File: src/rtl/fmg_pkg.sv
`timescale 1ns / 1ps
`default_nettype none
// ----------------------------------------------------------------------------
// fmg_pkg
// Shared codes and the control word that travels from the front end to the
// divide/finish back end of the membership grade unit.
// ----------------------------------------------------------------------------
package fmg_pkg;

    // grade of 1.0
    localparam logic [16:0] ONE = 17'h10000;

    // shape codes
    localparam logic [2:0] SHAPE_RAMP_UP   = 3'd0;
    localparam logic [2:0] SHAPE_RAMP_DOWN = 3'd1;
    localparam logic [2:0] SHAPE_TRIANGLE  = 3'd2;
    localparam logic [2:0] SHAPE_TRAPEZOID = 3'd3;
    localparam logic [2:0] SHAPE_S_CURVE   = 3'd4;
    localparam logic [2:0] SHAPE_S_BELL    = 3'd5;
    localparam logic [2:0] SHAPE_INV_QUAD  = 3'd6;

    // configuration register indexes
    typedef enum logic [2:0] {
        REG_SHAPE  = 3'd0,
        REG_A      = 3'd1,
        REG_B      = 3'd2,
        REG_C      = 3'd3,
        REG_D      = 3'd4,
        REG_SPREAD = 3'd5
    } reg_idx_t;

    // how the back end turns the quotient (or constant) into a grade
    typedef struct packed {
        logic        use_div;  // take the quotient, else cval
        logic        sq;       // S curve: 2*f*f >> 16
        logic        upper;    // S curve upper half: 1 - 2*g*g
        logic        invert;   // final 1 - grade
        logic [16:0] cval;     // constant grade
    } ctl_t;

    localparam int CTL_BITS = $bits(ctl_t);

endpackage : fmg_pkg
`default_nettype wire

File: src/rtl/fmg_back.sv
`timescale 1ns / 1ps
`default_nettype none
// ----------------------------------------------------------------------------
// fmg_back
// Pipelined restoring divider, one quotient bit per stage (17 stages), then
// a squaring stage and a saturate/invert stage. Stalls as one pipeline.
// ----------------------------------------------------------------------------
module fmg_back #(
    parameter int NW = 33,
    parameter int DW = 25
) (
    input  wire logic          clk,
    input  wire logic          rst_n,
    input  wire logic          in_valid,
    output logic               in_ready,
    input  wire fmg_pkg::ctl_t in_ctl,
    input  wire logic [NW-1:0] in_num,
    input  wire logic [DW-1:0] in_den,
    output logic               out_valid,
    input  wire logic          out_ready,
    output logic [16:0]        out_grade
);

    localparam int RW = DW + 17;
    localparam int NS = 17;

    logic en;
    logic v_reg [0:NS+2];

    assign en       = !v_reg[NS+2] || out_ready;
    assign in_ready = en;

    logic [RW-1:0] rem_reg [0:NS];
    logic [DW-1:0] den_reg [0:NS];
    logic [16:0]   q_reg   [0:NS];
    fmg_pkg::ctl_t ctl_reg [0:NS+1];

    // valid chain
    always_ff @(posedge clk or negedge rst_n)
    begin
        if (!rst_n)
        begin
            for (int i = 0; i <= NS + 2; i++) v_reg[i] <= 1'b0;
        end
        else if (en)
        begin
            v_reg[0] <= in_valid;
            for (int i = 1; i <= NS + 2; i++) v_reg[i] <= v_reg[i-1];
        end
    end

    // divider entry
    always_ff @(posedge clk)
    begin
        if (en)
        begin
            rem_reg[0] <= RW'(in_num);
            den_reg[0] <= in_den;
            q_reg[0]   <= '0;
            ctl_reg[0] <= in_ctl;
        end
    end

    // one quotient bit per stage, most significant first
    for (genvar s = 0; s < NS; s++)
    begin : g_div
        logic [RW-1:0] dsh;
        logic          take;
        assign dsh  = RW'(den_reg[s]) << (NS - 1 - s);
        assign take = (rem_reg[s] >= dsh);

        always_ff @(posedge clk)
        begin
            if (en)
            begin
                rem_reg[s+1] <= take ? rem_reg[s] - dsh : rem_reg[s];
                den_reg[s+1] <= den_reg[s];
                q_reg[s+1]   <= q_reg[s] | (17'(take) << (NS - 1 - s));
                ctl_reg[s+1] <= ctl_reg[s];
            end
        end
    end

    // squaring stage
    logic [16:0] base;
    logic [16:0] base_reg;
    logic [33:0] sq_reg;
    assign base = ctl_reg[NS].use_div ? q_reg[NS] : ctl_reg[NS].cval;

    always_ff @(posedge clk)
    begin
        if (en)
        begin
            base_reg      <= base;
            sq_reg        <= 34'(base * base);
            ctl_reg[NS+1] <= ctl_reg[NS];
        end
    end

    // saturate and invert
    logic [18:0] t;
    logic [16:0] g, gf;
    logic [16:0] grade_reg;

    always_comb
    begin
        t = sq_reg[33:15];
        if (!ctl_reg[NS+1].sq)
            g = base_reg;
        else if (ctl_reg[NS+1].upper)
            g = (t > 19'(fmg_pkg::ONE)) ? 17'd0 : 17'(19'(fmg_pkg::ONE) - t);
        else
            g = (t > 19'(fmg_pkg::ONE)) ? fmg_pkg::ONE : t[16:0];
        gf = ctl_reg[NS+1].invert ? fmg_pkg::ONE - g : g;
    end

    always_ff @(posedge clk)
    begin
        if (en) grade_reg <= gf;
    end

    assign out_valid = v_reg[NS+2];
    assign out_grade = grade_reg;

endmodule : fmg_back
`default_nettype wire

File: config.mk
export PLATFORM = sky130hd
export DESIGN_NAME = fmg_back
export DESIGN_NICKNAME = d
export VERILOG_FILES = /design/src/rtl/fmg_pkg.sv /design/src/rtl/fmg_back.sv
export SDC_FILE = /design/constraint.sdc
export NUM_CORES = 2
export LEC_CHECK = 0
export ABC_AREA = 1
export BUFFER_PORTS_ARGS = -buffer_cell sky130_fd_sc_hd__buf_4
export CORE_ASPECT_RATIO = 1.25
export CORE_MARGIN = 2
export CORE_UTILIZATION = 40
export CTS_CLUSTER_DIAMETER = 50
export DETAILED_ROUTE_END_ITERATION = 10
export PLACE_DENSITY = 0.66
export SYNTH_ARGS = -nofsm -noshare
export SYNTH_HDL_FRONTEND = slang
export SYNTH_SLANG_ARGS = --single-unit
File: constraint.sdc
create_clock -name clk -period 88 [get_ports clk]
set_input_delay 17.6 -clock clk [delete_from_list [all_inputs] [get_ports clk]]
set_output_delay 17.6 -clock clk [all_outputs]
set_load 0.02 [all_outputs]
# Word-level counts from Yosys, hierarchy flattened
# Memories as Yosys holds them, arrays and structs flattened.
# Cells that the tools add are included.
[word_totals]
ff_bits = 88
ramBits = 1911
in_bits = 83
output_inout_bits = 19
elab_cells = 109
mem_count = 4
[op_classes]
add_sub_neg = 19
mul = 1
magnitude_cmp = 18
n_mux = 25
bitwise = 17
n_reduce_logical = 2
[memory_table]
columns = ["memory", "words", "word_bits", "rd", "rd_clocked_by_memory_dff", "wr", "line_no", "source"]
rows = [
  ["rem_reg", 18, 42, 17, 0, 18, "fmg_back.sv:33", "logic [RW-1:0] rem_reg [0:NS];"],
  ["den_reg", 18, 25, 17, 0, 18, "fmg_back.sv:34", "logic [DW-1:0] den_reg [0:NS];"],
  ["ctl_reg", 19, 21, 19, 0, 19, "fmg_back.sv:36", "fmg_pkg::ctl_t ctl_reg [0:NS+1];"],
  ["q_reg", 18, 17, 18, 0, 18, "fmg_back.sv:35", "logic [16:0] q_reg [0:NS];"],
]
[ops]
columns = ["cell", "n"]
rows = [
  ["2-to-1 mux 42 bit", 17],
  ["2-to-1 mux 17 bit", 6],
  ["greater-or-equal comparator 42 x 25 -> 1 bit", 1],
  ["greater-or-equal comparator 42 x 26 -> 1 bit", 1],
  ["greater-or-equal comparator 42 x 27 -> 1 bit", 1],
  ["greater-or-equal comparator 42 x 28 -> 1 bit", 1],
  ["greater-or-equal comparator 42 x 29 -> 1 bit", 1],
  ["greater-or-equal comparator 42 x 30 -> 1 bit", 1],
  ["greater-or-equal comparator 42 x 31 -> 1 bit", 1],
  ["greater-or-equal comparator 42 x 32 -> 1 bit", 1],
  ["greater-or-equal comparator 42 x 33 -> 1 bit", 1],
  ["greater-or-equal comparator 42 x 34 -> 1 bit", 1],
  ["greater-or-equal comparator 42 x 35 -> 1 bit", 1],
  ["greater-or-equal comparator 42 x 36 -> 1 bit", 1],
  ["greater-or-equal comparator 42 x 37 -> 1 bit", 1],
  ["greater-or-equal comparator 42 x 38 -> 1 bit", 1],
  ["greater-or-equal comparator 42 x 39 -> 1 bit", 1],
  ["greater-or-equal comparator 42 x 40 -> 1 bit", 1],
  ["greater-or-equal comparator 42 x 41 -> 1 bit", 1],
  ["subtractor 42 x 25 -> 42 bit", 1],
  ["subtractor 42 x 26 -> 42 bit", 1],
  ["subtractor 42 x 27 -> 42 bit", 1],
  ["subtractor 42 x 28 -> 42 bit", 1],
  ["subtractor 42 x 29 -> 42 bit", 1],
  ["35 further kinds", 37],
]

# Longest topological paths before layout
[logic_depth]
depth_word = 6
mapped_depth = 30
ltp_nobuf = 27

# Worst setup path before layout
# OpenSTA, ideal clock, no wires.
[synth_timing]
path_type = "input to output"
from = "input out_ready"
to = "output in_ready"
arrival_time_ps = 64079
setup_slack_ps = 6321
cell_stages = 3
path_buffers = 1
path_cell_list = "inv_1 -> nand2_1 -> buf_1"
[synth_via]
elab_chain_len = 1
[synth_lines]
columns = ["item", "line_no", "source"]
rows = [
  ["from (decl)", "fmg_back.sv:20", "input wire logic out_ready,"],
  ["logical OR 1 bit", "fmg_back.sv:30", "assign en = !v_reg[NS+2] || out_ready;"],
  ["to (decl)", "fmg_back.sv:15", "output logic in_ready,"],
]
# Every way passes these cells.

# Final worst setup path
# Ends and elaborated chain as after synthesis.

==> results.txt <==
----------------------------------------------------
[CTS]
  Number of buffers created by CTS ... 205
  Clock sink count ... 1,737
  Cts hold-fix bufs ... 0
  Clock tree buffer depth ... 4
  Reg clk slew, reported paths ... 0.06 ns
  Insertion delay to the later sink of the worst-skew pair ... 0.88 ns
  Root buffer cell ... sky130_fd_sc_hd__clkbuf_16
  H-tree depth reported by CTS ... 4
  TritonCTS clock tree ... yes
  Post-CTS setup buffer count ... 0
  CTS resizes ... 0

[Worst setup path]
  Arrival time of the worst setup path ... 18.22 ns
  Worst Setup End Kind ... primary output
  Start-to-end type of the worst setup path ... primary input to primary output
  Reg2Reg Launch Point ... ctl_reg[17][20]$_DFFE_PP_
  Reg2reg setup slack ... 80.66 ns
  CP required ... 70.40 ns
  Reg2Reg Capture Point ... sq_reg[31]$_DFFE_PP_
  Worst Path Max Fanout ... 4
  Cell count of the worst reg-to-reg path ... 21
  Worst Setup Start Kind ... primary input

[Placed design]
  PortBufs ... 101
  Total half-perimeter wirelength after legalization and detailed placement ... 208 mm
  Final weighted congestion in routability-driven placement ... 0.949

[STA]
  Total count of hold-check failures in the final report ... 0
  Max Freq ... 0.0279 GHz
  Period utilization ... 40.7%
  Min cycle time layout ... 35.82 ns
  Slew HR ... 22.4%
  RSZ-0062 raised after global routing ... no
  Final total negative setup slack ... 0 ns
  Slew at the pin closest to its max-slew limit ... 1.15 ns
  Post-Route Skew ... 0.0786 ns
  Final slew viol count ... 0
  Setup violations, final ... 0

[Synth]
  Sequential element share of the synthesized area ... 54.0%
  Post-synthesis async set-or-reset flop share ... 1.15%
  Cell variety after synth ... 71
  Average instance area after synthesis ... 10.0 µm²
  Mapped cell area ... 96,400 µm²
  Number of synthesized flops with an enable pin ... 1,717
  Number of synthesized register bits ... 1,737
  Most used flip-flop cell after synthesis ... sky130_fd_sc_hd__edfxtp_1
  Cells after Synth ... 9,613
  Yosys warns ... 0
  Net count of the mapped netlist ... 10.4k

[Detailed routing]
  WL/cell ... 19.6 µm
  DRC viols ... 0
  Post-DR vias/cell ... 5.10
  Via total after detailed routing ... 67.1k
  First-pass iteration count of the detailed router ... 6
  Wirelength, routed ... 259 mm
  Number of nets with antenna violations after detailed routing ... 0
  First DRT Iteration DRCs ... 4,060

[Status]
  Result of the run ... complete, no violations

[Floorplanning]
  Starting Density ... 40.2%
  Number of rows in the core area ... 201
  Area of the core ... 240,000 µm²
  I/O Pins ... 102
  Horizontal die dimension ... 443 µm
  Area of the die ... 245,000 µm²
  Overall die height ... 553 µm

[Final layout]
  Area grow syn2layout ... 11.6%
  Flip-flop count of the largest register after layout ... 705
  Fraction of final layout cells sized beyond drive strength 1 ... 6.48%
  Final nets ... 10.7k

[Min path]
  Worst Min Path Start ... ctl_reg[2][10]$_DFFE_PP_
  Hold Path Cell Cnt ... 0
  Hold/Removal Path Class ... flop to flop
  Sink of the worst hold path ... ctl_reg[3][10]$_DFFE_PP_

[Run]
  Maxcap violations ... 0

[Global routing]
  Remaining Overflow, GRT ... 0
  Vias in the first global route ... 69.4k
  Global routing usage summed across all routing layers ... 21.0%
  Antenna violations before repair ... 6
  First-pass GRT wire length ... 397 mm
  Largest net degree at the start of global routing ... 127

----------------------------------------------------
-- final cells by class --
cell class                 count  area, µm²
fill                       22559     132000
sequential                  1737      52100
multi-input combinational   6234      38000
inverter                    1530       5740
clock buffer                 231       5270
tap                         3146       3940
clock inverter               141       1540
timing repair buffer         149       1130
antenna                        4       10.0
-- cells in the mapped netlist (80+ instances only) --
library cell,n,share of area (%)
sky130_fd_sc_hd__nand2_1,1869,7.3
sky130_fd_sc_hd__edfxtp_1,1717,53
sky130_fd_sc_hd__inv_1,1488,5.8
sky130_fd_sc_hd__nor2_1,914,3.6
sky130_fd_sc_hd__a21oi_1,564,2.9
sky130_fd_sc_hd__ha_1,524,6.8
sky130_fd_sc_hd__o21ai_0,351,1.8
sky130_fd_sc_hd__o21ai_1,325,1.7
sky130_fd_sc_hd__nand3_1,277,1.4
sky130_fd_sc_hd__xnor2_1,231,2.1
sky130_fd_sc_hd__fa_1,206,4.3
sky130_fd_sc_hd__xor2_1,206,1.9
sky130_fd_sc_hd__nor3_1,102,0.53
sky130_fd_sc_hd__nand4_1,96,0.62
sky130_fd_sc_hd__a21o_1,80,0.62
-- placed cells by master, fill, tap and decap left out, drive strengths merged, types with 3 or more instances in the layout --
master       n
a211oi      11
a21boi      21
a21o        80
a21oi      578
a221oi      10
a31oi       67
and2         3
and3         5
buf        149
bufinv      21
clkbuf     231
clkinv      80
clkinvlp    14
dfrtp       20
diode        4
edfxtp    1717
fa         206
ha         524
inv       1556
mux2        18
nand2     1879
nand3      286
nand3b      35
nand4       96
nor2       924
nor3       108
nor3b        4
nor4        73
o2111ai      5
o211a        3
o211ai      21
o21a        23
o21ai      711
o21bai      40
o31ai        5
or2         41
xnor2      231
xor2       206
-- kinds of logic after synthesis --
logic type / share of synthesized area (%)
mux: 0.210
xor+xnor: 3.97
flops: 54.0
fa+ha+maj: 11.1
buf+inv: 6.66
compound gates: 9.21
simple gates: 14.9
-- worst max-delay path: stages --
cell and delay (ns):
sky130_fd_sc_hd__buf_4 0.11, sky130_fd_sc_hd__inv_1 0.08, sky130_fd_sc_hd__nand2_4 0.17, sky130_fd_sc_hd__buf_4 0.23
-- stage by stage --
| stage | hold WS [ns] | cells | utilization, % | cell area [µm²] | setup slack, ns |
|---|---|---|---|---|---|
| 2_1_floorplan | 0.400 | 9613 | - | 96400 | 6.32 |
| 3_3_place_gp | 0.401 | 12796 | 42.0 | 101000 | 52.09 |
| 3_5_place_dp | 0.405 | 12796 | 42.0 | 101000 | 52.10 |
| 4_1_cts | 0.337 | 13168 | 44.9 | 108000 | 52.10 |
| 5_1_grt | 0.348 | 13171 | 44.9 | 108000 | 52.12 |
| 6_report | 0.349 | 13172 | 44.9 | 108000 | 52.18 |
-- per-layer routing --
| layer | track usage (%) | vias up | routed length [µm] |
|---|---|---|---|
| met5 | 0 | - | 13 |
| met4 | 11.1 | 2 | 14900 |
| met3 | 2.38 | 613 | 8630 |
| met2 | 40.6 | 1432 | 140000 |
| met1 | 21.9 | 32006 | 94900 |
| li1 | - | 33079 | - |
-- worst max-delay path by stage --
stage	slack [ns]	start	to	cells after the start
2_1_floorplan	6.32	out_ready	in_ready	3
3_3_place_gp	52.09	out_ready	in_ready	4
3_5_place_dp	52.10	out_ready	in_ready	4
4_1_cts	52.10	out_ready	in_ready	4
5_1_grt	52.12	out_ready	in_ready	4
6_report	52.18	out_ready	in_ready	4
Power is not shown: default switching activity piles up to over one toggle a cycle in this logic, so the estimate is an artifact.
