[config.mk]
export PLATFORM = sky130hd
export DESIGN_NAME = fmg_queue
export DESIGN_NICKNAME = d
export VERILOG_FILES = /design/src/rtl/fmg_queue.sv
export SDC_FILE = /design/constraint.sdc
export NUM_CORES = 1
export LEC_CHECK = 0
export ABC_CLOCK_PERIOD_IN_PS = 2500
export BUFFER_PORTS_ARGS = -buffer_cell sky130_fd_sc_hd__buf_4
export CORE_MARGIN = 2
export CORE_UTILIZATION = 55
export DETAILED_ROUTE_END_ITERATION = 8
export PLACE_DENSITY = 0.77
export SLEW_MARGIN = 40
export SYNTH_ARGS = -nofsm -noshare
export SYNTH_HDL_FRONTEND = slang
export SYNTH_SLANG_ARGS = --single-unit
[constraint.sdc]
create_clock -name clk -period 2.5 [get_ports clk]
set_input_delay 0 -clock clk [delete_from_list [all_inputs] [get_ports clk]]
set_output_delay 0 -clock clk [all_outputs]
set_load 0.03 [all_outputs]
[src/rtl/fmg_queue.sv]
`timescale 1ns / 1ps
`default_nettype none
// ----------------------------------------------------------------------------
// fmg_queue
// Four-word queue between the front end and the back end.
// ----------------------------------------------------------------------------
module fmg_queue #(
    parameter int W = 8
) (
    input  wire logic         clk,
    input  wire logic         rst_n,
    input  wire logic         in_valid,
    output logic              in_ready,
    input  wire logic [W-1:0] in_data,
    output logic              out_valid,
    input  wire logic         out_ready,
    output logic [W-1:0]      out_data
);

    logic [W-1:0] mem [0:3];
    logic [1:0]   wr_ptr_reg, rd_ptr_reg;
    logic [2:0]   count_reg;
    logic         push, pop;

    assign in_ready  = (count_reg != 3'd4);
    assign out_valid = (count_reg != 3'd0);
    assign push      = in_valid && in_ready;
    assign pop       = out_valid && out_ready;
    assign out_data  = mem[rd_ptr_reg];

    always_ff @(posedge clk)
    begin
        if (push) mem[wr_ptr_reg] <= in_data;
    end

    always_ff @(posedge clk or negedge rst_n)
    begin
        if (!rst_n)
        begin
            wr_ptr_reg <= '0;
            rd_ptr_reg <= '0;
            count_reg  <= '0;
        end
        else
        begin
            if (push) wr_ptr_reg <= wr_ptr_reg + 2'd1;
            if (pop)  rd_ptr_reg <= rd_ptr_reg + 2'd1;
            count_reg <= count_reg + 3'(push) - 3'(pop);
        end
    end

endmodule : fmg_queue
`default_nettype wire

Word-level counts from Yosys, hierarchy flattened --
Memory sizes are Yosys's and may differ from the RTL's. Cells that the tools add are included.
Storage, ports and cells: register bits after elaboration 7, RAM bits 32, input port bits 12, word-level logic and storage cells 14, memories 1
Cells by class: add/subtract/negate cells 4, equal/unequal tests 1, muxes and demuxes 2, reductions and logical operators 3
Memories:
- mem | depth 4, bits a word 8, read ports 1, clocked after memory_dff 0, write ports 1, RTL line 20 | logic [W-1:0] mem [0:3];
Operators by type and width (count):
- 2-bit by 1-bit adder with 2-bit output, second input constant | 2
- 3-bit by 1-bit adder with 3-bit output | 1
- 3-bit != test, second input constant | 1
- 3-bit nonzero test | 1
- 3-bit by 1-bit subtractor with 3-bit output | 1
- 1-bit logical AND | 2
- 1-bit two-way mux | 2

Depth between registers and ports, before layout --
Gate-level depths: netlist of the first run.
depth in word-level cells 4, depth in mapped cells 9, mapped depth without buffers 9

Least setup slack after synthesis of the first run --
Ideal clock, no wire load.
path kind reg-to-reg, start register count_reg[1], end register count_reg[2], data arrival time 1.939 ns, data required time 2.369 ns, path slack 0.430 ns, stages on the path, launching flop included 10, cell sequence dfrtp_1 > nor3b_4 > nand2b_1 > ha_1 > inv_1 > ha_1 > inv_1 > fa_1 > xnor2_1 > xnor2_1
On the way: cells in the longest elaborated chain, start to end 4
RTL lines:
- start: declaration | RTL line 22 | logic [2:0] count_reg;
- start signal: assignment | RTL line 48 | count_reg <= count_reg + 3'(push) - 3'(pop);
- 3-bit != test | RTL line 25 | assign in_ready = (count_reg != 3'd4);
- 1-bit logical AND | RTL line 27 | assign push = in_valid && in_ready;
- 3-bit by 1-bit adder with 3-bit output | RTL line 48
- 3-bit by 1-bit subtractor with 3-bit output * | RTL line 48
Mark *: on every way between the ends. The rest lies on a longest branch, timed or not. A chain may end at the register's enable or synchronous reset.

Worst setup path in the final report of the first run --
Ends and elaborated chain as after synthesis.

==> run_results.csv, run 1 <==
group,metric,value,unit
grt,antenna_found_initial,0,
pwr,swShare,0.360,
routing,drc,0,
floorplan,core-area,2780,um^2
layout,instances_no_fill,154,
setup_path,cp.required,2.71,ns
pwr,seqPwrFrac,0.479,
setup_path,regToRegEndpoint,"count_reg[2]$_DFF_PN0_",
layout,synthToLayoutAreaGrowth,22.0,%
pwr,clkPwrFrac,0.132,
min_path,min_to,"mem[0][3]$_DFFE_PP_",
setup_path,crit_arrival,2.42,ns
cts,cts_made_buffers,5,
logic_synthesis,synth_cells,83,
routing,vias_per_cell,5.32,
pwr,p_leak,0.751,nW
logic_synthesis,ys_top_cells_by_area,"edfxtp_1 59%, mux4_2 11%, dfrtp_1 11%",
routing,vias,820,
timing,max_slew_margin,0.603,
pwr,ir_worst_vdd,0.000892,V
timing,rsz0062_at_grt,"no",
logic_synthesis,syn_area_per_cell,19.6,um^2
grt,grt_pass1_vias,860,
pwr,switching_power,0.000796,W
routing,routed_wl,2490,um
timing,clock_skew,0.0115,ns
logic_synthesis,netlist_top_cells_count,"32 x edfxtp_1, 8 x mux4_2, 7 x dfrtp_1",
floorplan,die_w,58.4,um
layout,largest_reg_flops,32,
min_path,hold_class,"in2reg",
pwr,power,0.00221,W
logic_synthesis,synth_area,1630,um^2
routing,routedWlPerCell,16.2,um
setup_path,rrSetupSlack,0.29,ns
floorplan,start_util,0.586,
logic_synthesis,yosysWarnings,0,
logic_synthesis,ys_async_sr_fraction,0.179,
grt,grt_pass1_wl,4150,um
logic_synthesis,ys_seq_elements,39,
logic_synthesis,synth.net_count,102,
cts,holdBufCountCts,13,
logic_synthesis,yosysMostFrequentCell,"edfxtp_1",
floorplan,ios,22,
floorplan,chipHeight,58.4,um
setup_path,cp-end-kind,"flip-flop",
routing,dr.pass1.iters,4,
logic_synthesis,synth-edff-count,32,
setup_path,rr_worst_depth,9,
setup_path,critPathLaunchType,"flip-flop",
cts,clk_latency,0.33,ns
timing,hold_viol,0,
setup_path,r2r_start,"count_reg[1]$_DFF_PN0_",
logic_synthesis,synth.distinct_cells,19,
placement,io_buffers,21,
logic_synthesis,yosysSeqAreaShare,0.697,
cts,cts_root_buffer,"clkbuf_4",
setup_path,worst-path-max-fanout,8,
outcome,status,"completed",
grt,grt_usage,0.176,
min_path,hp-start,"in_data[3]",
routing,drt_iter0_drc,14,
cts,post_cts_buffers,0,
cts,cts_sinks,39,
grt,grt_max_degree,12,
timing,max_freq,453,MHz
cts,htree_levels,2,
logic_synthesis,synth_top_area_frac,0.590,
layout,diodes,0,
timing,finalSetupTns,0,ns
logic_synthesis,synth_area_leader_cell,"edfxtp_1",
pwr,p_comb_frac,0.389,
timing,tightest_slew,0.595,ns
cts,clkSlewWorstSetupHoldPaths,0.10,ns
floorplan,placementRows,19,
min_path,worstHoldPathCells,2,
pwr,p_per_area,1110,nW/um^2
routing,ant_nets,0,
timing,period_share,0.883,
flow_run,cap_viol_max_count,0,
layout,stdcell_area,1990,um^2
setup_path,path_class,"reg2reg",
logic_synthesis,synthFlopType,"edfxtp_1",
grt,overflow,0,
layout,nets,141,
cts,cts.repair.resized,0,
cts,cts_tree,"done",
placement,placed_cells,133,
placement,place.gp.congestion,0.787,
pwr,internal_power,0.00141,W
cts,clockBufferDepth,2,
placement,place_area,1810,um^2
timing,finalSetupViolCount,0,
timing,drv_slew,0,
placement,hpwl,1640,um
floorplan,die-area,3410,um^2
layout,drive_above_1_share,0.285,
timing,period_needed,2.21,ns
## per-layer routing
metal	vias up	wire length, um	global-route usage
li1	402	-	-
met1	396	1090	0.217
met2	20	1260	0.291
met3	2	119	0.0615
met4	0	10	0.0598
met5	-	0	0
## logic make-up after synthesis
family,Yosys count,synth area share
compound gates,4,0.0200
mux,8,0.111
flops,39,0.697
xor+xnor,4,0.0215
fa+ha+maj,7,0.0584
buf+inv,8,0.0238
simple gates,13,0.0684
## layout by cell type, fill, tap and decap left out, types with 4 or more instances in the layout
cell	netlist	layout
edfxtp_1	32	32
and3b_1	4	4
dfrtp_1	7	7
mux4_2	8	8
nand2b_1	4	4
inv_1	6	6
ha_1	6	6
dlygate4sd3_1	0	13
buf_4	0	21
clkbuf_4	0	5
## per-stage QoR
step                 util  worst slack (ns)  hold WS [ns]
floorplan               -             0.430        -0.296
global placement    0.650             0.340        -0.184
detailed placement  0.650             0.294        -0.178
CTS                 0.715             0.276         0.396
global route        0.715            0.0880         0.384
finish              0.715             0.292         0.408
## area by class of cell
class	instances	area, um^2
multi-input cells	36	454
well taps	31	38.8
repair buffers	34	288
flip-flops and latches	39	1140
inverters	6	22.5
fillers	188	793
clock buffers	8	48.8
## power by group through the flow
| stage | Combinational (W) | Clock [W] | Sequential [W] |
|---|---|---|---|
| after detailed placement | 0.000856 | 0 | 0.00108 |
| after global routing | 0.000942 | 0.000337 | 0.00109 |
| final | 0.000859 | 0.000293 | 0.00106 |
| after floorplan | 0.000701 | 0 | 0.000973 |
| after CTS | 0.000872 | 0.000309 | 0.00107 |
| after global placement | 0.000836 | 0 | 0.00106 |
## worst max path at each step
| stage | from | end | cells after the start |
|---|---|---|---|
| final | count_reg[1]$_DFF_PN0_ | count_reg[2]$_DFF_PN0_ | 9 |
| after global routing | count_reg[1]$_DFF_PN0_ | count_reg[2]$_DFF_PN0_ | 9 |
| after CTS | count_reg[1]$_DFF_PN0_ | count_reg[2]$_DFF_PN0_ | 9 |
| after detailed placement | count_reg[1]$_DFF_PN0_ | count_reg[2]$_DFF_PN0_ | 9 |
| after global placement | count_reg[1]$_DFF_PN0_ | count_reg[2]$_DFF_PN0_ | 9 |
| after floorplan | count_reg[1]$_DFF_PN0_ | count_reg[2]$_DFF_PN0_ | 9 |
## critical path: stages, from the launching register on
cell and delay [ns]:
dfrtp_1 0.50, nor3b_4 0.34, nand2b_1 0.15, ha_1 0.22
inv_1 0.06, ha_1 0.12, inv_1 0.05, fa_1 0.37
xnor2_1 0.15, xnor2_1 0.13
Note: power is estimated with default switching activity, not from simulation.
==> run 2: changes to the inputs <==
--- a/config.mk
+++ b/config.mk
@@ -5,12 +5,13 @@
 export SDC_FILE = /design/constraint.sdc
 export NUM_CORES = 1
 export LEC_CHECK = 0
-export ABC_CLOCK_PERIOD_IN_PS = 2500
+export ABC_CLOCK_PERIOD_IN_PS = 2600
 export BUFFER_PORTS_ARGS = -buffer_cell sky130_fd_sc_hd__buf_4
+export CAP_MARGIN = 20
 export CORE_MARGIN = 2
-export CORE_UTILIZATION = 55
+export CORE_UTILIZATION = 60
 export DETAILED_ROUTE_END_ITERATION = 8
-export PLACE_DENSITY = 0.77
+export PLACE_DENSITY = 0.83
 export SLEW_MARGIN = 40
 export SYNTH_ARGS = -nofsm -noshare
 export SYNTH_HDL_FRONTEND = slang
==> constraint.sdc (replaced) <==
create_clock -name clk -period 2.6 [get_ports clk]
set_input_delay 0 -clock clk [delete_from_list [all_inputs] [get_ports clk]]
set_output_delay 0 -clock clk [all_outputs]
set_load 0.03 [all_outputs]
==> run 2 against run 1 <==
Against the previous run: power about the same; count of clock-buffer cells in the layout unchanged; combinational power shrank 2%; via count up 3.7%; routed wire length is 13% higher; critical path type unchanged; critical endpoint unchanged.
==> run_results.csv, run 2 (synthesis gave the netlist of run 1 again) <==
group,metric,value,unit
timing,drv_slew,0,
setup_path,crit_arrival,2.48,ns
placement,hpwl,1840,um
cts,post_cts_buffers,0,
setup_path,cp-end-kind,"flip-flop",
layout,fillerInstances,145,
grt,antenna_found_initial,0,
cts,cts_made_buffers,5,
layout,nets,141,
cts,cts_tree,"done",
layout,final_common_cell,"edfxtp_1",
pwr,internal_power,0.00142,W
placement,io_buffers,21,
layout,layout_common_cells,"32 x edfxtp_1, 21 x buf_4, 13 x dlygate4sd3_1",
layout,diodes,0,
pwr,swShare,0.359,
grt,overflow,0,
grt,grt_usage,0.205,
layout,stdcell_area,2010,um^2
floorplan,core-area,2520,um^2
pwr,seqPwrFrac,0.463,
placement,dpl_worst_slack,0.374,ns
timing,period_needed,2.25,ns
cts,clockBufferDepth,2,
pwr,ir_worst_vdd,0.000986,V
cts,cts.repair.resized,0,
routing,wl_met1,1170,um
cts,cts_root_buffer,"clkbuf_4",
pwr,clkPwrFrac,0.157,
layout,synthToLayoutAreaGrowth,23.2,%
routing,routedWlPerCell,18.4,um
floorplan,chipHeight,56.1,um
routing,vias,850,
cts,htree_levels,2,
cts,cts_sinks,39,
floorplan,ios,22,
pwr,p_comb_frac,0.380,
routing,dr.pass1.iters,4,
routing,drc,0,
routing,routed_wl,2820,um
timing,max_slew_margin,0.614,
routing,route.met3.wl,109,um
cts,clk_latency,0.34,ns
setup_path,critPathLaunchType,"flip-flop",
outcome,status,"completed",
floorplan,placementRows,18,
floorplan,die_w,56.1,um
placement,place_area,1810,um^2
grt,grt_max_degree,12,
grt,grt_pass1_vias,957,
routing,vias_per_cell,5.56,
pwr,switching_power,0.000794,W
pwr,p_leak,0.763,nW
min_path,hold_class,"in2reg",
layout,largest_reg_flops,32,
timing,hold_viol,0,
routing,top_layer,"met4",
timing,max_freq,444,MHz
setup_path,worst-path-max-fanout,8,
flow_run,cap_viol_max_count,0,
cts,holdBufCountCts,13,
timing,finalSetupTns,0,ns
setup_path,cp.required,2.83,ns
routing,drt_iter0_drc,27,
timing,fin_ws,0.347,ns
routing,dr_wl_met2,1490,um
timing,period_share,0.866,
floorplan,start_util,0.646,
cts,clkSlewWorstSetupHoldPaths,0.11,ns
routing,ant_nets,0,
timing,rsz0062_at_grt,"no",
placement,place.gp.congestion,0.675,
floorplan,die-area,3150,um^2
pwr,p_per_area,1100,nW/um^2
timing,clock_skew,0.00683,ns
timing,finalSetupViolCount,0,
timing,tightest_slew,0.579,ns
grt,grt_pass1_wl,4620,um
layout,drive_above_1_share,0.301,
setup_path,path_class,"reg2reg",
[run 2: power groups by stage]
stage	clock [W]	sequential (W)	combinational, W
5_1_grt	0.000373	0.00105	0.000897
4_1_cts	0.000350	0.00103	0.000851
3_3_place_gp	0	0.00102	0.000812
2_1_floorplan	0	0.000936	0.000674
3_5_place_dp	0	0.00104	0.000832
6_report	0.000347	0.00102	0.000841
[run 2: layer usage]
layer	vias to the layer above	track usage
met4	0	0.102
met2	24	0.341
li1	399	-
met5	-	0
met3	5	0.0488
met1	422	0.250
[run 2: final cells by class]
cell class | instances | area (um^2) | share of cell area
flip-flops and latches | 39 | 1140 | 0.566
repair buffers | 34 | 288 | 0.143
inverters | 6 | 22.5 | 0.0112
multi-input cells | 36 | 454 | 0.226
clock buffers | 8 | 68.8 | 0.0343
well taps | 30 | 37.5 | 0.0187
[run 2: through the flow]
stage,hold slack (ns),std cells,util,total power [W]
finish,0.398,153,0.796,0.00221
global route,0.398,153,0.796,0.00232
CTS,0.396,153,0.796,0.00223
detailed placement,-0.180,132,0.717,0.00188
global placement,-0.181,132,0.717,0.00184
floorplan,-0.296,83,-,0.00161
[run 2: worst paths after layout]
kind                                             endpoint  slack (ns)                      start  cells past startpoint
worst min register to register  wr_ptr_reg[1]$_DFFE_PN0P_        0.61  wr_ptr_reg[1]$_DFFE_PN0P_                      2
max in group asynchronous       rd_ptr_reg[0]$_DFFE_PN0P_        1.18                      rst_n                      4
min in group asynchronous       rd_ptr_reg[1]$_DFFE_PN0P_        0.55                      rst_n                      3
worst max register to register     count_reg[2]$_DFF_PN0_        0.35     count_reg[1]$_DFF_PN0_                      9
worst max-delay path               count_reg[2]$_DFF_PN0_        0.35     count_reg[1]$_DFF_PN0_                      9
worst min-delay path                  mem[1][0]$_DFFE_PP_        0.40                 in_data[0]                      2
[run 2: critical path, stage by stage (launching register included)]
cell	delay [ns]
dfrtp_1	0.52
nor3b_4	0.37
nand2b_1	0.16
ha_1	0.22
inv_1	0.05
ha_1	0.12
inv_1	0.05
fa_1	0.37
xnor2_1	0.15
xnor2_1	0.13
