File: config.mk
export PLATFORM = sky130hd
export DESIGN_NAME = fmg_front
export DESIGN_NICKNAME = d
export VERILOG_FILES = /design/src/rtl/fmg_pkg.sv /design/src/rtl/fmg_front.sv
export SDC_FILE = /design/constraint.sdc
export NUM_CORES = 2
export LEC_CHECK = 0
export BUFFER_PORTS_ARGS = -buffer_cell sky130_fd_sc_hd__buf_4
export CORE_ASPECT_RATIO = 2
export CORE_MARGIN = 2
export CORE_UTILIZATION = 47
export DETAILED_ROUTE_END_ITERATION = 16
export PLACE_DENSITY = 0.77
export SLEW_MARGIN = 20
export SYNTH_ARGS = -nofsm -noshare
export SYNTH_HDL_FRONTEND = slang
export SYNTH_SLANG_ARGS = --single-unit
File: constraint.sdc
create_clock -name clk -period 8.25 [get_ports clk]
set_clock_uncertainty 0.05 [all_clocks]
set_input_delay 0.4125 -clock clk [delete_from_list [all_inputs] [get_ports clk]]
set_output_delay 0.4125 -clock clk [all_outputs]
set_load 0.05 [all_outputs]
File: src/rtl/fmg_pkg.sv
`timescale 1ns / 1ps
`default_nettype none
// ----------------------------------------------------------------------------
// fmg_pkg
// Shared codes and the control word that travels from the front end to the
// divide/finish back end of the membership grade unit.
// ----------------------------------------------------------------------------
package fmg_pkg;

    // grade of 1.0
    localparam logic [16:0] ONE = 17'h10000;

    // shape codes
    localparam logic [2:0] SHAPE_RAMP_UP   = 3'd0;
    localparam logic [2:0] SHAPE_RAMP_DOWN = 3'd1;
    localparam logic [2:0] SHAPE_TRIANGLE  = 3'd2;
    localparam logic [2:0] SHAPE_TRAPEZOID = 3'd3;
    localparam logic [2:0] SHAPE_S_CURVE   = 3'd4;
    localparam logic [2:0] SHAPE_S_BELL    = 3'd5;
    localparam logic [2:0] SHAPE_INV_QUAD  = 3'd6;

    // configuration register indexes
    typedef enum logic [2:0] {
        REG_SHAPE  = 3'd0,
        REG_A      = 3'd1,
        REG_B      = 3'd2,
        REG_C      = 3'd3,
        REG_D      = 3'd4,
        REG_SPREAD = 3'd5
    } reg_idx_t;

    // how the back end turns the quotient (or constant) into a grade
    typedef struct packed {
        logic        use_div;  // take the quotient, else cval
        logic        sq;       // S curve: 2*f*f >> 16
        logic        upper;    // S curve upper half: 1 - 2*g*g
        logic        invert;   // final 1 - grade
        logic [16:0] cval;     // constant grade
    } ctl_t;

    localparam int CTL_BITS = $bits(ctl_t);

endpackage : fmg_pkg
`default_nettype wire

File: src/rtl/fmg_front.sv
`timescale 1ns / 1ps
`default_nettype none
// ----------------------------------------------------------------------------
// fmg_front
// Holds the configuration, classifies each sample against the breakpoints
// and forms the dividend and divisor. Two elastic stages.
// ----------------------------------------------------------------------------
module fmg_front #(
    parameter int VB = 16,
    parameter int CW = 16,
    parameter int NW = 33,
    parameter int DW = 25
) (
    input  wire logic                 clk,
    input  wire logic                 rst_n,
    input  wire logic                 cfg_we,
    input  wire logic [2:0]           cfg_index,
    input  wire logic [CW-1:0]        cfg_wdata,
    input  wire logic                 in_valid,
    output logic                      in_ready,
    input  wire logic [VB-1:0]        in_sample,
    output logic                      out_valid,
    input  wire logic                 out_ready,
    output fmg_pkg::ctl_t             out_ctl,
    output logic [NW-1:0]             out_num,
    output logic [DW-1:0]             out_den
);

    localparam int SB = VB + 2;

    // configuration registers
    logic [2:0]    shape_reg;
    logic [VB-1:0] a_reg, b_reg, c_reg, d_reg;
    logic [15:0]   spread_reg;

    always_ff @(posedge clk or negedge rst_n)
    begin
        if (!rst_n)
        begin
            shape_reg  <= 3'd0;
            a_reg      <= '0;
            b_reg      <= '0;
            c_reg      <= '0;
            d_reg      <= '0;
            spread_reg <= 16'd256;
        end
        else if (cfg_we)
        begin
            unique case (cfg_index)
                fmg_pkg::REG_SHAPE:  shape_reg  <= cfg_wdata[2:0];
                fmg_pkg::REG_A:      a_reg      <= cfg_wdata[VB-1:0];
                fmg_pkg::REG_B:      b_reg      <= cfg_wdata[VB-1:0];
                fmg_pkg::REG_C:      c_reg      <= cfg_wdata[VB-1:0];
                fmg_pkg::REG_D:      d_reg      <= cfg_wdata[VB-1:0];
                fmg_pkg::REG_SPREAD: spread_reg <= cfg_wdata[15:0];
                default: ;
            endcase
        end
    end

    // classification
    fmg_pkg::ctl_t       c_ctl;
    logic [VB:0]         c_num, c_den;
    logic                c_iq;
    logic signed [SB-1:0] sx, sa, sbp, sc, sdiff;
    logic [VB-1:0]       h, dd;
    logic [VB+12:0]      dd_ext;
    logic [23:0]         c_dsq;

    always_comb
    begin
        c_ctl  = '0;
        c_num  = '0;
        c_den  = '0;
        c_iq   = 1'b0;
        h      = b_reg >> 1;
        sx     = SB'(signed'({2'b00, in_sample}));
        sa     = SB'(signed'({2'b00, a_reg}));
        sbp    = SB'(signed'({2'b00, b_reg}));
        sc     = SB'(signed'({2'b00, c_reg}));
        sdiff  = '0;
        dd     = (in_sample >= a_reg) ? in_sample - a_reg : a_reg - in_sample;
        dd_ext = (VB+13)'(dd);
        c_dsq  = 24'(dd_ext[11:0] * dd_ext[11:0]);

        // S bell breakpoints around the center
        if (shape_reg == fmg_pkg::SHAPE_S_BELL)
        begin
            if (in_sample < c_reg)
            begin
                sa  = SB'(signed'({2'b00, c_reg})) - SB'(signed'({2'b00, b_reg}));
                sbp = SB'(signed'({2'b00, c_reg})) - SB'(signed'({2'b00, h}));
                sc  = SB'(signed'({2'b00, c_reg}));
            end
            else
            begin
                sa  = SB'(signed'({2'b00, c_reg}));
                sbp = SB'(signed'({2'b00, c_reg})) + SB'(signed'({2'b00, h}));
                sc  = SB'(signed'({2'b00, c_reg})) + SB'(signed'({2'b00, b_reg}));
                c_ctl.invert = 1'b1;
            end
        end

        unique case (shape_reg)
            fmg_pkg::SHAPE_RAMP_UP, fmg_pkg::SHAPE_RAMP_DOWN:
            begin
                c_ctl.invert = (shape_reg == fmg_pkg::SHAPE_RAMP_DOWN);
                if (in_sample < a_reg)
                    c_ctl.cval = '0;
                else if (in_sample >= b_reg)
                    c_ctl.cval = fmg_pkg::ONE;
                else
                begin
                    c_ctl.use_div = 1'b1;
                    c_num = (VB+1)'(in_sample - a_reg);
                    c_den = (VB+1)'(b_reg - a_reg);
                end
            end
            fmg_pkg::SHAPE_TRIANGLE:
            begin
                if (in_sample < a_reg || in_sample >= c_reg)
                    c_ctl.cval = '0;
                else if (in_sample < b_reg)
                begin
                    c_ctl.use_div = 1'b1;
                    c_num = (VB+1)'(in_sample - a_reg);
                    c_den = (VB+1)'(b_reg - a_reg);
                end
                else
                begin
                    c_ctl.use_div = 1'b1;
                    c_num = (VB+1)'(c_reg - in_sample);
                    c_den = (VB+1)'(c_reg - b_reg);
                end
            end
            fmg_pkg::SHAPE_TRAPEZOID:
            begin
                if (in_sample < a_reg || in_sample >= d_reg)
                    c_ctl.cval = '0;
                else if (in_sample >= b_reg && in_sample < c_reg)
                    c_ctl.cval = fmg_pkg::ONE;
                else if (in_sample < b_reg)
                begin
                    c_ctl.use_div = 1'b1;
                    c_num = (VB+1)'(in_sample - a_reg);
                    c_den = (VB+1)'(b_reg - a_reg);
                end
                else
                begin
                    c_ctl.use_div = 1'b1;
                    c_num = (VB+1)'(d_reg - in_sample);
                    c_den = (VB+1)'(d_reg - c_reg);
                end
            end
            fmg_pkg::SHAPE_S_CURVE, fmg_pkg::SHAPE_S_BELL:
            begin
                if (sx < sa)
                    c_ctl.cval = '0;
                else if (sx >= sc)
                    c_ctl.cval = fmg_pkg::ONE;
                else
                begin
                    c_ctl.use_div = 1'b1;
                    c_ctl.sq      = 1'b1;
                    c_ctl.upper   = !(sx < sbp);
                    sdiff = c_ctl.upper ? sc - sx : sx - sa;
                    c_num = sdiff[VB:0];
                    sdiff = sc - sa;
                    c_den = sdiff[VB:0];
                end
            end
            fmg_pkg::SHAPE_INV_QUAD:
            begin
                if (spread_reg == 16'd0)
                    c_ctl.cval = fmg_pkg::ONE;
                else if (dd_ext >= (VB+13)'(4096))
                    c_ctl.cval = '0;   // denominator beyond 2^24
                else
                begin
                    c_ctl.use_div = 1'b1;
                    c_iq = 1'b1;
                end
            end
            default: c_ctl.cval = '0;
        endcase
    end

    // elastic handshake through both stages
    logic v1_reg, v2_reg;
    logic r1, r2;
    assign r2        = !v2_reg || out_ready;
    assign r1        = !v1_reg || r2;
    assign in_ready  = r1;
    assign out_valid = v2_reg;

    always_ff @(posedge clk or negedge rst_n)
    begin
        if (!rst_n)
        begin
            v1_reg <= 1'b0;
            v2_reg <= 1'b0;
        end
        else
        begin
            if (r1) v1_reg <= in_valid;
            if (r2) v2_reg <= v1_reg;
        end
    end

    // stage 1: classified word and squared distance
    fmg_pkg::ctl_t ctl1_reg;
    logic [VB:0]   num1_reg, den1_reg;
    logic          iq1_reg;
    logic [23:0]   dsq1_reg;
    logic [15:0]   k1_reg;

    always_ff @(posedge clk)
    begin
        if (r1 && in_valid)
        begin
            ctl1_reg <= c_ctl;
            num1_reg <= c_num;
            den1_reg <= c_den;
            iq1_reg  <= c_iq;
            dsq1_reg <= c_dsq;
            k1_reg   <= spread_reg;
        end
    end

    // stage 2: k*d*d and final dividend/divisor
    logic [39:0] prod;
    logic [40:0] iq_sum;
    logic [24:0] iq_den;
    assign prod   = 40'(k1_reg * dsq1_reg);
    assign iq_sum = 41'(prod) + 41'd256;
    assign iq_den = (iq_sum[40:25] != '0) ? '1 : iq_sum[24:0];

    fmg_pkg::ctl_t ctl2_reg;
    logic [NW-1:0] num2_reg;
    logic [DW-1:0] den2_reg;

    always_ff @(posedge clk)
    begin
        if (r2 && v1_reg)
        begin
            ctl2_reg <= ctl1_reg;
            num2_reg <= iq1_reg ? NW'(25'h1000000) : NW'({num1_reg, 16'h0000});
            den2_reg <= iq1_reg ? DW'(iq_den) : DW'(den1_reg);
        end
    end

    assign out_ctl = ctl2_reg;
    assign out_num = num2_reg;
    assign out_den = den2_reg;

endmodule : fmg_front
`default_nettype wire

-- After elaboration in Yosys (flattened, before gate mapping)
Index checks and enable logic that the tools add are counted.
- register bits: 260
- bits in latches: 0
- RAM bits: 0
- bits in read-only memories: 0
- input port bits: 40
- output and inout bits: 81
- logic and storage cells: 143
- memories: 0
- add/sub/neg operators: 16
- multipliers: 2
- div/mod/pow operators: 0
- order comparisons: 11
- equal/unequal tests: 11
- shift operators: 0
- multiplexer cells: 51
- bitwise logic cells: 1
- reduce and logical (&&, ||, !) cells: 24
- operators with widths (operator ; number):
    $mux 17 ; 29
    $pmux 17 s4 ; 3
    $sub 16x16->17 ; 7
    $mux 18 ; 4
    $ge 16x16->1 ; 4
    $lt 16x16->1 ; 3
    $add 40x9->41 const B ; 1
    $mul 16x24->40 ; 1
    $lt 17x18->1 ; 2
    $sub 17x17->17 ; 2
    $sub 16x16->16 ; 2
    $mux 25 ; 1
    $mul 12x12->24 ; 1
    $ge 17x18->1 ; 1
    $add 16x15->17 ; 1
    $add 16x16->17 ; 1
    $sub 16x15->17 ; 1
    $sub 17x16->17 ; 1
    $ge 16x13->1 const B ; 1
    $logic_not 16->1 ; 1
    $mux 16 ; 1
    $reduce_bool 16->1 ; 1
    $eq 3x3->1 const B ; 5
    $eq 3x2->1 const B ; 4
    12 further kinds ; 38

-- Longest topological paths before layout
- depth after elaboration: 8
- gate-level depth with buffers: 38
- mapped depth without buffers: 37

-- Worst setup path before layout
OpenSTA, ideal clock, no wires.
- path type: input to register
- start: input in_sample[0]
- end: register dsq1_reg[21], data pin
- setup time: 266 ps
- data arrival time: 7673 ps
- required time: 7934 ps
- slack: 261 ps
- stages on the path: 33
- buffers on the path: 2
- cells stage by stage: inv_1 -> ha_1 -> inv_1 -> fa_1 -> a21o_1 -> a211oi_1 -> o21ba_2 -> o2bb2ai_2 -> a21oi_1 -> nor2_1 -> o21ai_2 -> buf_4 -> mux2i_1 -> xnor2_1 -> buf_2 -> or2_2 -> fa_1 -> inv_1 -> fa_1 -> inv_1 -> fa_1 -> inv_1 -> fa_1 -> inv_1 -> fa_1 -> inv_1 -> ha_1 -> o41ai_1 -> o21ai_1 -> o41ai_1 -> o21ai_0 -> o41ai_1 -> xnor2_1
- cells in the longest elaborated chain, start to end: 3
- elaborated cells on any way between the ends: 5
- those cells by class: 2 x add/sub; 1 x mul; 1 x order compare; 1 x mux
- RTL lines (item ; RTL line ; RTL):
    from (decl) ; fmg_front.sv:21 ; input wire logic [VB-1:0] in_sample,
    $sub 16x16->16 / $ge 16x16->1 (equally long branches) ; fmg_front.sv:82 ; dd = (in_sample >= a_reg) ? in_sample - a_reg : a_reg - in_sample;
    $mux 16 (*) ; fmg_front.sv:82 ;
    $mul 12x12->24 (*) ; fmg_front.sv:84 ; c_dsq = 24'(dd_ext[11:0] * dd_ext[11:0]);
    named net c_dsq[21] ; fmg_front.sv:68 ; logic [23:0] c_dsq;
    to (signal assigned) ; fmg_front.sv:225 ; dsq1_reg <= c_dsq;
    to (decl) ; fmg_front.sv:214 ; logic [23:0] dsq1_reg;
The timed path passes the listed nets; every way through them passes the cells marked *.
A chain may end at the register's enable or synchronous reset.

-- Worst setup path after layout
- start: register k1_reg[4]
- end: register den2_reg[12], in the netlist out_den[12], data pin
- cells in the longest elaborated chain, start to end: 5
- RTL lines (item ; RTL line ; RTL):
    from (decl) ; fmg_front.sv:215 ; logic [15:0] k1_reg;
    from (signal assigned) ; fmg_front.sv:226 ; k1_reg <= spread_reg;
    $mul 16x24->40 (*) ; fmg_front.sv:234 ; assign prod = 40'(k1_reg * dsq1_reg);
    $add 40x9->41 (*) ; fmg_front.sv:235 ; assign iq_sum = 41'(prod) + 41'd256;
    $reduce_bool 16->1 ; fmg_front.sv:236 ; assign iq_den = (iq_sum[40:25] != '0) ? '1 : iq_sum[24:0];
    $mux 25 (*) ; fmg_front.sv:236 ;
    $mux 17 (*) ; fmg_front.sv:248 ; den2_reg <= iq1_reg ? DW'(iq_den) : DW'(den1_reg);
    to (signal assigned) ; fmg_front.sv:248 ;
    to (decl) ; fmg_front.sv:240 ; logic [DW-1:0] den2_reg;
Mark *: on every way between the ends. The rest lies on a longest branch, timed or not.

==> reports/qor.yml <==
outcome: "finished, final reports clean"
synth_cell_types: 107
syn_inst: 4112
start_util_pct: 47.24
period_share_pct: 96.45
synth-edff-count: 126
area_delta_synth_final_pct: 8.972
worst_ep_required_time_ns: 8.49
viasPerCell: 5.823
cts_inserted_buffers: 23
num_vias: 30690
ant_nets: 0
largest_register_ff_count: 25
clock.fmax_ghz: 0.1257
htree_levels: 1
wl_um: 126000
clock-sinks: 211
ys.flop_type: "edfxtp_1"
clk_pin_slew_worst_paths_ns: 0.07
min_path_type: "in2reg"
dieHeight_um: 396.8
first_pass_iters: 6
drv_slew: 0
drive_gt1_share_pct: 9.508
finalNonFillerCells: 5271
fin_nets: 5108
ioPinCount: 121
timing.rr.end: "out_den[12]"
yosysSeqAreaShare_pct: 16.30
grtUsageTotal_pct: 31.76
netlist_area_mm2: 0.03626
hold_depth: 3
clockBufferDepth: 3
r2r_setup_slack_ns: 0.29
gr-total-overflow: 0
hp-start: "cfg_wdata[4]"
startpoint_type: "flop"
wl_per_cell_um: 23.91
dieWidth_um: 200.4
hpwlAfterDp_um: 102800
path_class: "reg2reg"
setup_tns_ns: 0
finalHoldViolCount: 0
synth.avg_cell_area_um2: 8.818
r2r_cells: 23
yosys_warnings: 0
cts_root_buf: "clkbuf_16"
r2r_start: "k1_reg[4]"
grt_pass1_vias: 33600
setup-violations-final: 0
max-slew-margin-rel_pct: 25.00
grt_max_degree: 63
cap_violations: 0
diodes: 0
drt_iter0_drc: 1828
holdPathEnd: "b_reg[4]"
ys_seq_elements: 211
clock_latency_ns: 0.59
grt_pass1_wl_um: 189500
arrival_ns: 8.20
antenna_found_initial: 0
worstPathMaxFanout: 18
dp.cells: 5222
min_period_ns: 7.957
num_rows: 144
drc: 0
crit_path_end_kind: "flop"
finalWeightedCongestion: 1.039
cts_tree: "done"
max_slew.worst_pin.slew_ns: 1.113
io_buffers: 88
async_flop_share_pct: 40.28
die-area_mm2: 0.07952
core_area_mm2: 0.07675
==> cell type report <==
type / instances / area [µm²]
clock buffer: 28 / 614.3
inverter: 650 / 2440
fill: 7271 / 37240
timing repair buffer: 241 / 1927
sequential: 211 / 5912
clock inverter: 14 / 112.6
multi-input combinational: 3105 / 27230
tap: 1022 / 1279
==> worst max path at each step <==
stage	startpoint	end	slack, ns	cells past startpoint
3_3_place_gp	in_sample[0]	dsq1_reg[21]	-0.08	34
3_5_place_dp	in_sample[0]	dsq1_reg[21]	-0.1	34
4_1_cts	a_reg[0]	dsq1_reg[21]	0.12	32
2_1_floorplan	in_sample[0]	dsq1_reg[21]	0.26	33
5_1_grt	a_reg[0]	dsq1_reg[22]	-0.009	39
6_report	k1_reg[4]	out_den[12]	0.29	23
==> metal layers <==
| metal | global-route usage (%) | share of wire, % | vias to the layer above | wire length (µm) |
|---|---|---|---|---|
| met3 | 4.109 | 5.1 | 664 | 6436 |
| met1 | 27.26 | 30 | 14970 | 37440 |
| li1 | - | - | 13770 | - |
| met4 | 32.30 | 12 | 0 | 15350 |
| met5 | 0 | 0 | - | 0 |
| met2 | 60.90 | 53 | 1291 | 66790 |
==> synth_stat cells, types with 8 or more instances <==
cell type	instances	area, µm²
o41ai_1	8	70.07
nor2b_1	62	387.9
clkbuf_1	111	416.7
a21oi_1	275	1376
nor2_1	231	867.1
xor2_1	61	534.3
o221ai_1	30	262.8
a21boi_0	10	75.07
o211ai_1	21	157.7
mux2_2	56	630.6
mux2i_1	23	230.2
a31oi_1	24	150.1
a21o_1	85	638.1
fa_1	391	7828
o21bai_1	31	232.7
edfxtp_1	126	3784
dfrtp_1	84	2102
buf_2	30	150.1
xnor2_1	134	1174
or3_1	20	125.1
o21ai_0	144	720.7
o21a_1	43	322.8
and2_1	238	1489
nor3_1	41	205.2
nand2_1	337	1265
a211oi_1	23	172.7
o31ai_1	12	90.09
nand3_1	40	200.2
nand2b_1	50	312.8
or2_2	22	137.6
and3_1	14	87.58
a22oi_1	25	187.7
ha_1	445	5568
nand4_1	20	125.1
o21ai_1	11	55.05
inv_1	648	2432
buf_4	37	277.8
==> stage by stage <==
stage | setup WS [ns] | utilization, % | cell area, µm² | hold slack (ns)
floorplan | 0.2607 | - | 36400 | 0.06691
global placement | -0.08177 | 50.38 | 38670 | 0.3530
detailed placement | -0.09679 | 50.38 | 38670 | 0.3554
CTS | 0.1213 | 51.35 | 39420 | 0.01990
global route | -0.009025 | 51.48 | 39510 | 0.04393
finish | 0.2928 | 51.48 | 39510 | 0.05519
==> worst max-delay path, stage by stage (launching register included) <==
cell and delay (ns):
edfxtp_1 0.94, nand2_1 0.20, fa_1 0.57, inv_1 0.05, fa_1 0.40, inv_1 0.10
fa_1 0.42, fa_1 0.57, fa_1 0.43, fa_1 0.71, inv_1 0.09, ha_1 0.43
inv_1 0.13, a222oi_1 0.33, o311ai_1 0.17, nor4_1 0.29, o211ai_1 0.14, a311oi_1 0.27
nand4_1 0.18, nor4_2 0.42, nand4_4 0.16, buf_4 0.25, nor2_1 0.25, a21oi_1 0.11
==> placed cells by master, fill, tap and decap left out, drive strengths merged, types with 9 or more instances in the layout <==
cell type,count
a31oi,24
a2111oi,9
clkbuf,28
nor3,44
nand4,22
nor2,232
dfrtp,84
nor2b,62
nand3,41
o221ai,30
a211oi,25
and3,14
a21boi,11
mux2i,23
mux2,57
o31ai,14
conb,40
o21ai,157
o21bai,32
or3,22
ha,445
and2,241
fa,391
edfxtp,126
xnor2,134
xor2,61
inv,656
buf,239
or2,22
o21a,44
nand2b,50
a22oi,25
nand2,337
a21o,85
o211ai,22
a21oi,275
==> cell families after synthesis <==
logic type | count (synthesis) | synth area share [%]
adder cells (fa/ha/maj) | 836 | 36.94
multiplexers | 80 | 2.405
flip-flops | 211 | 16.30
AO/OA/AOI/OAI | 833 | 14.95
AND/OR/NAND/NOR | 1121 | 15.48
buffers and inverters | 834 | 9.186
XOR/XNOR | 195 | 4.710
other | 2 | 0.02071
==> timing repair <==
action | 4_1_cts | 5_1_grt
setup endpoints to repair | 0 | 7
hold buffers | 2 | 0
endpoints found under the hold margin | 35 | 0
setup buffers | 0 | 5
resized for setup | 0 | 10
Power is not shown: default switching activity piles up to over one toggle a cycle in this logic, so the estimate is an artifact.
